### src/sv/tosa_pkg.sv
// Shared types and constants for the typed oldest-slot allocator.
// No dependencies; every other file of the block imports this package.
`timescale 1ns / 1ps

package tosa_pkg;

	localparam int ENTRIES_DEF = 32;

	localparam int NOW_W      = 32;
	localparam int KIND_W     = 3;
	localparam int LIFE_W     = 16;
	localparam int SLOT_W     = 5;
	localparam int EXPD_W     = 6;
	localparam int LIVE_W     = 16;
	localparam int CFG_W      = 32;
	localparam int CFG_IDX_W  = 1;

	localparam logic [KIND_W-1:0]    KIND_UNUSED   = 3'd0;
	localparam logic [KIND_W-1:0]    KIND_MAX      = 3'd5;
	localparam logic [LIFE_W-1:0]    LIFETIME_RST  = 16'd120;
	localparam logic [NOW_W-1:0]     BOUND_RST     = 32'd9999999;
	localparam logic [LIVE_W-1:0]    LIVE_MAX      = 16'hFFFF;

	localparam logic [CFG_IDX_W-1:0] REG_LIFETIME  = 1'd0;
	localparam logic [CFG_IDX_W-1:0] REG_BOUND     = 1'd1;

	typedef enum logic [1:0] {
		OP_ADD,
		OP_SWEEP,
		OP_REJECT
	} op_t;

	// One classified item as it waits between the front and the back.
	typedef struct packed {
		op_t               op;
		logic [KIND_W-1:0] kind;
		logic [NOW_W-1:0]  now;
		logic [NOW_W-1:0]  expiry;
	} item_t;

	typedef struct packed {
		logic              accepted;
		logic [SLOT_W-1:0] slot;
		logic [EXPD_W-1:0] expired_now;
		logic [LIVE_W-1:0] live_count;
	} res_t;

endpackage

### src/sv/tosa_front.sv
// Front end: accepts input beats, classifies them and forms the expiry time.
// Holds a two-entry queue toward the back end. Depends on tosa_pkg.
`timescale 1ns / 1ps

module tosa_front (
	input  logic                     clk,
	input  logic                     arst_n,
	input  logic                     in_valid,
	output logic                     in_ready,
	input  logic                     in_mode,
	input  logic [tosa_pkg::KIND_W-1:0] in_kind,
	input  logic [tosa_pkg::NOW_W-1:0]  in_now,
	input  logic [tosa_pkg::LIFE_W-1:0] lifetime,
	output logic                     q_valid,
	output tosa_pkg::item_t          q_item,
	input  logic                     q_pop
);
	import tosa_pkg::*;

	localparam int QDEPTH = 2;

	item_t                        slots_q [QDEPTH];
	logic [$clog2(QDEPTH)-1:0]    wr_ptr_q;
	logic [$clog2(QDEPTH)-1:0]    rd_ptr_q;
	logic [$clog2(QDEPTH+1)-1:0]  count_q;
	item_t                        new_item;
	logic [NOW_W:0]               sum;
	logic                         push;
	logic                         pop;

	// Saturate the expiry at the top of the time range.
	assign sum = {1'b0, in_now} + {{(NOW_W+1-LIFE_W){1'b0}}, lifetime};

	always_comb begin
		new_item.kind   = in_kind;
		new_item.now    = in_now;
		new_item.expiry = sum[NOW_W] ? {NOW_W{1'b1}} : sum[NOW_W-1:0];
		priority if (in_mode)
			new_item.op = OP_SWEEP;
		else if (in_kind > KIND_MAX)
			new_item.op = OP_REJECT;
		else
			new_item.op = OP_ADD;
	end

	assign in_ready = (count_q != ($clog2(QDEPTH+1))'(QDEPTH));
	assign push     = in_valid && in_ready;
	assign q_valid  = (count_q != '0);
	assign pop      = q_pop && q_valid;
	assign q_item   = slots_q[rd_ptr_q];

	always_ff @(posedge clk) begin
		if (push)
			slots_q[wr_ptr_q] <= new_item;
	end

	always_ff @(posedge clk or negedge arst_n) begin
		if (!arst_n) begin
			wr_ptr_q <= '0;
			rd_ptr_q <= '0;
			count_q  <= '0;
		end else begin
			if (push)
				wr_ptr_q <= wr_ptr_q + 1'b1;
			if (pop)
				rd_ptr_q <= rd_ptr_q + 1'b1;
			if (push && !pop)
				count_q <= count_q + 1'b1;
			else if (pop && !push)
				count_q <= count_q - 1'b1;
		end
	end

endmodule

### src/sv/tosa_back.sv
// Back end: scans the entry table one entry a cycle, then commits an add or a sweep
// and holds the result beat; a rejected item skips the scan. Depends on tosa_pkg.
`timescale 1ns / 1ps

module tosa_back #(
	parameter int ENTRIES = tosa_pkg::ENTRIES_DEF
) (
	input  logic                      clk,
	input  logic                      arst_n,
	input  logic                      q_valid,
	input  tosa_pkg::item_t           q_item,
	output logic                      q_pop,
	input  logic [tosa_pkg::NOW_W-1:0] bound,
	output logic                      out_valid,
	input  logic                      out_ready,
	output tosa_pkg::res_t            out_res
);
	import tosa_pkg::*;

	localparam int IDX_W = (ENTRIES > 1) ? $clog2(ENTRIES) : 1;
	localparam int CNT_W = $clog2(ENTRIES + 1);
	localparam logic [IDX_W-1:0] LAST_IDX = IDX_W'(ENTRIES - 1);
	localparam logic [CNT_W-1:0] CNT_END  = CNT_W'(ENTRIES);

	typedef enum logic [1:0] {
		ST_IDLE,
		ST_SCAN,
		ST_DONE
	} state_t;

	state_t               state_q;
	item_t                item_q;

	// Table storage: kind and expiry in memory, written flags and live marks in flops.
	logic [KIND_W-1:0]    mem_kind [ENTRIES];
	logic [NOW_W-1:0]     mem_exp  [ENTRIES];
	logic [ENTRIES-1:0]   written_q;
	logic [ENTRIES-1:0]   live_q;
	logic [LIVE_W-1:0]    live_total_q;

	logic [CNT_W-1:0]     rd_cnt_q;
	logic                 rd_en;
	logic [IDX_W-1:0]     rd_addr;
	logic                 cmp_vld_s1;
	logic [IDX_W-1:0]     idx_s1;
	logic [KIND_W-1:0]    kind_s1;
	logic [NOW_W-1:0]     exp_raw_s1;
	logic                 written_s1;
	logic [KIND_W-1:0]    ent_kind;
	logic [NOW_W-1:0]     ent_exp;

	logic [NOW_W-1:0]     best_t_q;
	logic [NOW_W-1:0]     best_a_q;
	logic [IDX_W-1:0]     idx_t_q;
	logic [IDX_W-1:0]     idx_a_q;
	logic                 found_t_q;
	logic                 found_a_q;
	logic [CNT_W-1:0]     expired_q;

	logic                 out_free;
	logic [IDX_W-1:0]     pick;
	logic                 hit_t;
	logic                 hit_a;
	logic                 hit_sweep;

	assign out_free = !out_valid || out_ready;
	assign q_pop    = (state_q == ST_IDLE) && q_valid;
	assign rd_en    = (state_q == ST_SCAN) && (rd_cnt_q != CNT_END);
	assign rd_addr  = rd_cnt_q[IDX_W-1:0];

	// An entry never written reads as its reset value.
	assign ent_kind = written_s1 ? kind_s1 : KIND_UNUSED;
	assign ent_exp  = written_s1 ? exp_raw_s1 : '0;

	assign hit_t = ((ent_kind == KIND_UNUSED) || (ent_kind == item_q.kind))
		&& (ent_exp < best_t_q);
	assign hit_a = (ent_exp < best_a_q);
	assign hit_sweep = live_q[idx_s1] && (ent_exp <= item_q.now);

	always_comb begin
		priority if ((item_q.kind != KIND_UNUSED) && found_t_q)
			pick = idx_t_q;
		else if (found_a_q)
			pick = idx_a_q;
		else
			pick = '0;
	end

	// Memory read port, registered.
	always_ff @(posedge clk) begin
		if (rd_en) begin
			kind_s1    <= mem_kind[rd_addr];
			exp_raw_s1 <= mem_exp[rd_addr];
			written_s1 <= written_q[rd_addr];
			idx_s1     <= rd_addr;
		end
	end

	// Memory write port: commit of an add.
	always_ff @(posedge clk) begin
		if (state_q == ST_DONE && out_free && item_q.op == OP_ADD) begin
			mem_kind[pick] <= item_q.kind;
			mem_exp[pick]  <= item_q.expiry;
		end
	end

	always_ff @(posedge clk) begin
		if (q_pop)
			item_q <= q_item;
	end

	always_ff @(posedge clk or negedge arst_n) begin
		if (!arst_n) begin
			state_q      <= ST_IDLE;
			written_q    <= '0;
			live_q       <= '0;
			live_total_q <= '0;
			rd_cnt_q     <= '0;
			cmp_vld_s1   <= 1'b0;
			best_t_q     <= '0;
			best_a_q     <= '0;
			idx_t_q      <= '0;
			idx_a_q      <= '0;
			found_t_q    <= 1'b0;
			found_a_q    <= 1'b0;
			expired_q    <= '0;
			out_valid    <= 1'b0;
			out_res      <= '0;
		end else begin
			// in ST_DONE a free output slot is refilled below
			if (out_valid && out_ready && (state_q != ST_DONE))
				out_valid <= 1'b0;
			cmp_vld_s1 <= rd_en;
			unique case (state_q)
				ST_IDLE: begin
					if (q_valid) begin
						rd_cnt_q  <= '0;
						best_t_q  <= bound;
						best_a_q  <= bound;
						idx_t_q   <= '0;
						idx_a_q   <= '0;
						found_t_q <= 1'b0;
						found_a_q <= 1'b0;
						expired_q <= '0;
						state_q   <= (q_item.op == OP_REJECT) ? ST_DONE : ST_SCAN;
					end
				end
				ST_SCAN: begin
					if (rd_en)
						rd_cnt_q <= rd_cnt_q + 1'b1;
					if (cmp_vld_s1) begin
						if (item_q.op == OP_ADD) begin
							if (hit_t) begin
								best_t_q  <= ent_exp;
								idx_t_q   <= idx_s1;
								found_t_q <= 1'b1;
							end
							if (hit_a) begin
								best_a_q  <= ent_exp;
								idx_a_q   <= idx_s1;
								found_a_q <= 1'b1;
							end
						end else if (hit_sweep) begin
							live_q[idx_s1] <= 1'b0;
							expired_q      <= expired_q + 1'b1;
							if (live_total_q != '0)
								live_total_q <= live_total_q - 1'b1;
						end
						if (idx_s1 == LAST_IDX)
							state_q <= ST_DONE;
					end
				end
				ST_DONE: begin
					if (out_free) begin
						out_valid <= 1'b1;
						out_res.expired_now <= EXPD_W'(32'(expired_q));
						if (item_q.op == OP_ADD) begin
							written_q[pick]    <= 1'b1;
							live_q[pick]       <= 1'b1;
							out_res.accepted   <= 1'b1;
							out_res.slot       <= SLOT_W'(32'(pick));
							if (live_total_q != LIVE_MAX) begin
								live_total_q       <= live_total_q + 1'b1;
								out_res.live_count <= live_total_q + 1'b1;
							end else begin
								out_res.live_count <= live_total_q;
							end
						end else begin
							out_res.accepted   <= 1'b0;
							out_res.slot       <= '0;
							out_res.live_count <= live_total_q;
						end
						state_q <= ST_IDLE;
					end
				end
				default: state_q <= ST_IDLE;
			endcase
		end
	end

endmodule

### src/sv/typed_oldest_slot_allocator_unit.sv
// Typed oldest-slot allocator: for an add or a sweep the back end scans the entry
// table through one memory read port, one entry per cycle; a rejected kind skips the
// scan. The back end finishes one item before it takes the next, while the front
// queues up to two further beats. Reset (arst_n low, async) empties the table at once
// through per-entry flags, zeroes the live count and loads lifetime 120 and search
// start bound 9999999. No clearing pass is needed.
`timescale 1ns / 1ps

module typed_oldest_slot_allocator_unit #(
	parameter int ENTRIES = tosa_pkg::ENTRIES_DEF
) (
	input  logic                              clk,
	input  logic                              arst_n,
	// configuration write port
	input  logic                              cfg_we,
	input  logic [tosa_pkg::CFG_IDX_W-1:0]    cfg_index,
	input  logic [tosa_pkg::CFG_W-1:0]        cfg_data,
	// input stream
	input  logic                              s_tvalid,
	output logic                              s_tready,
	input  logic [31:0]                       s_tdata,   // [31:0] now
	input  logic [3:0]                        s_tuser,   // [0] mode, [3:1] kind
	// result stream
	output logic                              m_tvalid,
	input  logic                              m_tready,
	output logic [31:0]                       m_tdata,   // [4:0] slot, [10:5] expired_now,
	                                                     // [26:11] live_count, [31:27] zero
	output logic                              m_tuser    // [0] accepted
);
	import tosa_pkg::*;

	logic [LIFE_W-1:0] lifetime_q;
	logic [NOW_W-1:0]  bound_q;
	logic              q_valid;
	logic              q_pop;
	item_t             q_item;
	res_t              res;

	// Configuration registers: the user must write them only while the block is idle; the block does not enforce it.
	always_ff @(posedge clk or negedge arst_n) begin
		if (!arst_n) begin
			lifetime_q <= LIFETIME_RST;
			bound_q    <= BOUND_RST;
		end else if (cfg_we) begin
			unique case (cfg_index)
				REG_LIFETIME: lifetime_q <= cfg_data[LIFE_W-1:0];
				REG_BOUND:    bound_q    <= cfg_data[NOW_W-1:0];
				default: ;
			endcase
		end
	end

	// Front: accept and classify each beat, queue it for the back end.
	tosa_front u_front (
		.clk      (clk),
		.arst_n   (arst_n),
		.in_valid (s_tvalid),
		.in_ready (s_tready),
		.in_mode  (s_tuser[0]),
		.in_kind  (s_tuser[3:1]),
		.in_now   (s_tdata),
		.lifetime (lifetime_q),
		.q_valid  (q_valid),
		.q_item   (q_item),
		.q_pop    (q_pop)
	);

	// Back: scan the table, commit the add or sweep, hold the result beat.
	tosa_back #(
		.ENTRIES (ENTRIES)
	) u_back (
		.clk       (clk),
		.arst_n    (arst_n),
		.q_valid   (q_valid),
		.q_item    (q_item),
		.q_pop     (q_pop),
		.bound     (bound_q),
		.out_valid (m_tvalid),
		.out_ready (m_tready),
		.out_res   (res)
	);

	// Pack the result beat.
	assign m_tdata = {5'd0, res.live_count, res.expired_now, res.slot};
	assign m_tuser = res.accepted;

endmodule

### config.mk
export PLATFORM = sky130hd
export DESIGN_NAME = typed_oldest_slot_allocator_unit
export DESIGN_NICKNAME = d
export VERILOG_FILES = /design/src/sv/tosa_pkg.sv /design/src/sv/tosa_front.sv /design/src/sv/tosa_back.sv /design/src/sv/typed_oldest_slot_allocator_unit.sv
export SDC_FILE = /design/constraint.sdc
export NUM_CORES = 2
export LEC_CHECK = 0
export BUFFER_PORTS_ARGS = -buffer_cell sky130_fd_sc_hd__buf_2
export CAP_MARGIN = 20
export CORE_UTILIZATION = 45
export CTS_BUF_LIST = sky130_fd_sc_hd__clkbuf_4
export CTS_CLUSTER_DIAMETER = 100
export CTS_CLUSTER_SIZE = 25
export DETAILED_ROUTE_END_ITERATION = 16
export PLACE_DENSITY = 0.7
export SLEW_MARGIN = 20
export SYNTH_ARGS = -nofsm -noshare
export SYNTH_HDL_FRONTEND = slang
export SYNTH_SLANG_ARGS = --single-unit
export TNS_END_PERCENT = 1
### constraint.sdc
create_clock -name clk -period 6.7 [get_ports clk]
set_input_delay 1.34 -clock clk [delete_from_list [all_inputs] [get_ports clk]]
set_output_delay 1.34 -clock clk [all_outputs]
set_load 0.005 [all_outputs]
## Word level (Yosys, flattened, before mapping)

Memory sizes are Yosys's and may differ from the RTL's. A register that Yosys moved wholly into a read port is not among the register bits.
Index checks and enable logic that the tools add are counted.
Widths: inputs -> output; s select.

- Bits in read-only memories: 0
- Input bits: 74
- Word-level logic and storage cells: 195
- Register bits: 327
- Latch bits: 0
- Memories kept: 3
- Output and inout port bits: 35
- Bits in writable memories: 1258

- Equality and inequality tests: 21
- Add/sub/neg operators: 9
- Reduce and logical (&&, ||, !) cells: 40
- Shift-type cells: 0
- Multiplexer cells: 79
- Multiply operators: 0
- Magnitude comparators: 9
- Bitwise gates (word level): 5
- Divide/modulo/power cells: 0

Memory list:

| name | words | width | rd ports | clocked after memory_dff | wr ports | RTL line | text |
|---|---|---|---|---|---|---|---|
| u_back.mem_exp | 32 | 32 | 1 | 1 | 1 | tosa_back.sv:36 | `logic [NOW_W-1:0] mem_exp [ENTRIES];` |
| u_front.slots_q | 2 | 69 | 1 | 0 | 1 | tosa_front.sv:22 | `item_t slots_q [QDEPTH];` |
| u_back.mem_kind | 32 | 3 | 1 | 1 | 1 | tosa_back.sv:35 | `logic [KIND_W-1:0] mem_kind [ENTRIES];` |

Operators with widths:

| cell | count |
|---|---|
| $mux 32 | 14 |
| $pmux 32 s2 | 3 |
| $mux 16 | 7 |
| $lt 32x32->1 | 2 |
| $or 32x32->32 | 2 |
| $mux 5 | 9 |
| $mux 6 | 6 |
| $add 32x16->33 | 1 |
| $and 32x32->32 | 1 |
| $le 32x32->1 | 1 |
| $not 32->32 | 1 |
| $pmux 16 s2 | 1 |
| $pmux 6 s2 | 2 |
| $pmux 5 s2 | 2 |
| $lt 5x6->1 const B | 3 |
| $mux 1 | 18 |
| $mux 2 | 9 |
| $add 16x1->16 const B | 1 |
| $ne 16x16->1 const B | 1 |
| $reduce_bool 16->1 | 1 |
| $sub 16x1->16 const B | 1 |
| $logic_and 1x1->1 | 15 |
| $reduce_and 5->1 | 3 |
| $ne 2x1->1 const B | 7 |
| other kinds (28) | 52 |

## Longest topological paths before layout

- Depth after elaboration: 11
- Mapped depth: 13
- Gate-level depth less buffers: 11

## Cells and area by module

A second synthesis with hierarchy kept.

- Cell total of the unflattened synthesis: 3515
- Area total of the unflattened synthesis: 66253.5 um2

By module, submodules not included:

| module | sequential area each (um2) | cells an instance | times used | area an instance (um2) |
|---|---|---|---|---|
| tosa_back | 41940.2 | 2943 | 1 | 57722.9 |
| tosa_front | 4244.1 | 463 | 1 | 6643.9 |
| typed_oldest_slot_allocator_unit | 1223.7 | 109 | 1 | 1886.8 |

## Worst setup path before layout

OpenSTA, ideal clock, no wires.

- Path kind: input port to flip-flop
- Start point: in s_tvalid
- End point: mem u_front.slots_q[0][0] (netlist bit) (enable)
- Stages on the path: 2
- Path buffers: 0
- Arrival: 4.312 ns
- Path slack: 1.892 ns
- Required time: 6.204 ns
- Library setup time: 0.496 ns
- Cells stage by stage: nand2_1 > nor2_1

- Longest elaborated chain between the ends: 3

Ends and longest elaborated chain:

| item | RTL line | text |
|---|---|---|
| from (decl) | typed_oldest_slot_allocator_unit.sv:19 | `input logic s_tvalid,` |
| $logic_and 1x1->1 | tosa_front.sv:47 | `assign push = in_valid && in_ready;` |
| $mux 1 | tosa_front.sv:53 | `if (push)` |
| $mux 1 (implied by the code) | tosa_front.sv:54 | `slots_q[wr_ptr_q] <= new_item;` |
| to (decl) | tosa_front.sv:22 |  |

No other way between the ends.

## Worst setup path in the final report

- Start point: reg u_back.written_s1
- End point: reg u_back.live_q[18]

- Longest elaborated chain between the ends: 5

Ends and longest elaborated chain:

| item | RTL line | text |
|---|---|---|
| from (decl) | tosa_back.sv:48 | `logic written_s1;` |
| from (signal assigned) | tosa_back.sv:94 | `written_s1 <= written_q[rd_addr];` |
| $mux 32 | tosa_back.sv:73 | `assign ent_exp = written_s1 ? exp_raw_s1 : '0;` |
| $le 32x32->1 | tosa_back.sv:78 | `assign hit_sweep = live_q[idx_s1] && (ent_exp <= item_q.now);` |
| $logic_and 1x1->1 | tosa_back.sv:78 |  |
| $ne 2x1->1 (no line) | n/a |  |
| $reduce_and 6->1 (no line) | n/a |  |
| to (signal assigned) | tosa_back.sv:116 | `live_q <= '0;` |
| to (signal, indexed assignment) | tosa_back.sv:164 | `live_q[idx_s1] <= 1'b0;` |
| to (signal, indexed assignment) | tosa_back.sv:179 | `live_q[pick] <= 1'b1;` |
| to (decl) | tosa_back.sv:38 | `logic [ENTRIES-1:0] live_q;` |

No other way between the ends.
A chain may end at the register's enable or synchronous reset.

==> summary.txt <==
Power
  – Overall power: 25.4 mW
  – Worst vdd ir: 0.304 mV
  – Leak: 23.8 nW
  – Power per cell area: 360 mW/mm²

STA
  – Worst-Margin Slew: 1230 ps
  – Final setup fails: 0
  – Final period demand of the worst path: 5310 ps
  – Worst hold slack: 124 ps
  – Setup ws final: 1390 ps
  – Setup TNS: 0 ps
  – Post-route clock period utilization: 79.3%
  – Worst slew margin: 17.9%
  – RSZ-0062 raised after global routing: false
  – Endpoints failing hold: 0
  – Worst-case clock skew: 83.6 ps
  – Max Freq: 0.188 GHz
  – Slew Limit Fails: 0

Worst setup path
  – Crit. End Element: register
  – Setup crit start kind: register
  – Reg-to-Reg End: u_back.live_q[18]
  – Crit Reg-Reg Startpoint: u_back.written_s1
  – Critical setup path kind: register to register
  – Crit path DAT: 6300 ps
  – Cell count of the worst reg-to-reg path: 10
  – Critical Path Sink: u_back.live_q[18]
  – CP required: 7690 ps
  – R2r setup slk: 1390 ps
  – CP startpoint: u_back.written_s1
  – Crit-path max FO: 35

Placement
  – Cell Area, Placed: 0.0693 mm²
  – Setup Slack @ Placement: 1390 ps
  – Dpl hpwl: 93800 µm
  – Dpl cells: 5446
  – Final GP Congestion: 0.867
  – IO Port Bufs: 103

Clock tree
  – PostCTS Resize Cnt: 0
  – Post-CTS Repair Setup Buffers: 0
  – CTS Sinks: 1620
  – CTS HTree Levels: 3
  – Clk root buf: clkbuf_4
  – CTS max path bufs: 3
  – Clk Latency, worst-skew pair: 1140 ps
  – Clk slew on worst S/H paths: 250 ps
  – Num CTS Buffers: 75
  – Cts hold-fix bufs: 0
  – CTS tree: built

Floorplanning
  – Chip width: 385 µm
  – Die Height: 385 µm
  – Core area: 0.146 mm²
  – Row count: 140
  – Top Ports: 109
  – Die area: 0.148 mm²
  – Starting Density: 45.3%

Synthesis
  – Top_reg_cell synth: edfxtp_1
  – Count leader, synth: edfxtp_1
  – Area fraction in compound gates after synthesis: 2.71%
  – Post-Syn Area: 0.0660 mm²
  – Adder-cell share of the synthesized area: 2.19%
  – Simple logic cell fraction of the synthesized area: 3.95%
  – Async SR Flop Fraction: 15.6%
  – Largest family of logic cells by synthesized area: multiplexers
  – Post-synth cell types: 78
  – Syn_area_per_cell: 18.9 µm²
  – Area share of the largest cell type after synthesis: 62.3%
  – Synth top cells by count: edfxtp_1 (1368), mux4_2 (362), mux2_2 (259)
  – Yosys warns: 0
  – Yosys reg bits: 1620
  – Seq/Total Area, Yosys: 71.9%
  – Cells after synthesis: 3496
  – XOR/XNOR share of the synthesized area: 0.611%
  – Cells taking the most area after synthesis: edfxtp_1 (62%), mux4_2 (12%), dfrtp_1 (8.9%), mux2_2 (4.4%), ha_1 (2.2%)
  – Leading area contributor after synthesis: edfxtp_1
  – Number of flops mapped to enable cells by yosys: 1368
  – Post-synthesis mux area share: 17.0%

Detailed routing
  – Antenna viol nets, final: 0
  – Via Count: 32630
  – Routed WL: 149000 µm
  – Avg WL per Cell: 26.6 µm
  – Via/cell ratio: 5.85
  – First-pass DRT Iterations: 7
  – Iteration-0 DRC Markers: 3104
  – Residual DRC: 0

Global route
  – Met3 Use GR: 2.21%
  – GRT busiest layer: met2
  – Initial antenna violation count: 6
  – Total track usage: 20.1%
  – Largest net degree at the start of global routing: 144
  – Grt ovf: 0
  – GR Util met2: 33.9%
  – GR met1 Demand/Resource: 27.7%
  – Vias in the first global route: 32182
  – First-pass GRT wire length: 218000 µm

Hold path
  – Hold Crit Class: primary input to async pin

Cells and area
  – Area added between synthesis and finish: 6.91%
  – Layout cells sized above 1: 28.8%
  – Fin cells: 5580
  – Layout Utilization: 48.4%
  – Layout fillers: 11797
  – Layout Nets: 3813
  – Cell area after layout: 0.0705 mm²

Run
  – Max-cap violations: 0

Outcome
  – Status: complete, no violations
==> layout by cell type (no fill, tap or decap), types with 14 or more instances in the layout <==
cell      Yosys  final
nand2_1     132    132
nand4_1      24     24
nor3_1       14     14
buf_8         0     14
buf_2        10    102
dfstp_2      18     18
a21oi_1      78     78
xnor2_1      15     15
dfrtp_1     234    228
inv_1       127    125
o21ai_0      70     70
and2_1       37     37
mux4_2      362    362
or2_2        39     39
ha_1        114    114
a31oi_1      26     25
nand2b_1     16     16
xor2_1       31     31
edfxtp_1   1368   1368
nand3_1      38     38
buf_4         7     73
mux2_2      259    259
clkbuf_4      0    108
nor2_4        0     32
nor2_1      131     99
and3_1       24     23
==> power by group <==
| group | internal, mW | switching (mW) |
|---|---|---|
| clock | 0.738 | 2.81 |
| sequential | 12.6 | 0.993 |
| combinational | 3.78 | 4.51 |
| total | 17.1 | 8.31 |
==> logic make-up (layout without fill, tap and decap cells) <==
| group | count (synthesis) | count (layout) |
|---|---|---|
| compound gates | 281 | 281 |
| xor+xnor | 46 | 46 |
| fa+ha+maj | 115 | 115 |
| buf+inv | 285 | 446 |
| flops | 1620 | 1620 |
| mux | 633 | 633 |
| other cells | 1 | 7 |
| simple gates | 515 | 515 |
==> critical path, cell delays in order (launching register included) <==
cell and delay (ps):
edfxtp_1 1090, and2_1 360, ha_1 290, a21oi_1 150, o21ai_0 190, a221oi_1 670, o21ai_0 250, o211ai_1 760
nand3_2 490, nor2_2 710, a31oi_1 170
==> registers in the layout, indices dropped and copies added (netlist names), 28 cells and up <==
register / flops
u_back.mem_exp: 1024
u_front.slots_q: 138
u_back.mem_kind: 96
u_back.item_q: 69
bound_q: 32
u_back.best_a_q: 32
u_back.best_t_q: 32
u_back.exp_raw_s1: 32
u_back.live_q: 32
u_back.written_q: 32
u_back.out_res: 28
==> final cells by class <==
cell class,count,area (µm²),share of cell area [%]
multi-input cells,1595,17700,25.1
diodes,2,5.00,0.00710
flip-flops and latches,1620,47400,67.3
well taps,1917,2400,3.40
clock inverters,6,47.5,0.0674
clock buffers,108,811,1.15
repair buffers,205,1630,2.32
inverters,127,479,0.680
==> worst min-delay path by stage <==
stage / endpoint / slack (ps)
2_1_floorplan: u_back.idx_s1[2] / 420
3_3_place_gp: u_back.written_q[6] / 450
3_5_place_dp: u_back.written_q[9] / 450
4_1_cts: u_back.out_res[16] / 100
5_1_grt: u_back.out_res[16] / 160
6_report: u_back.out_res[16] / 120
==> routing by layer <==
metal	vias to the layer above	wire length, µm	part of all wire (%)
li1	14051	-	-
met1	17430	62100	42
met2	981	75600	51
met3	162	7030	4.7
met4	6	3810	2.6
met5	-	41	0.028
Note: power is estimated with default switching activity, not from simulation.
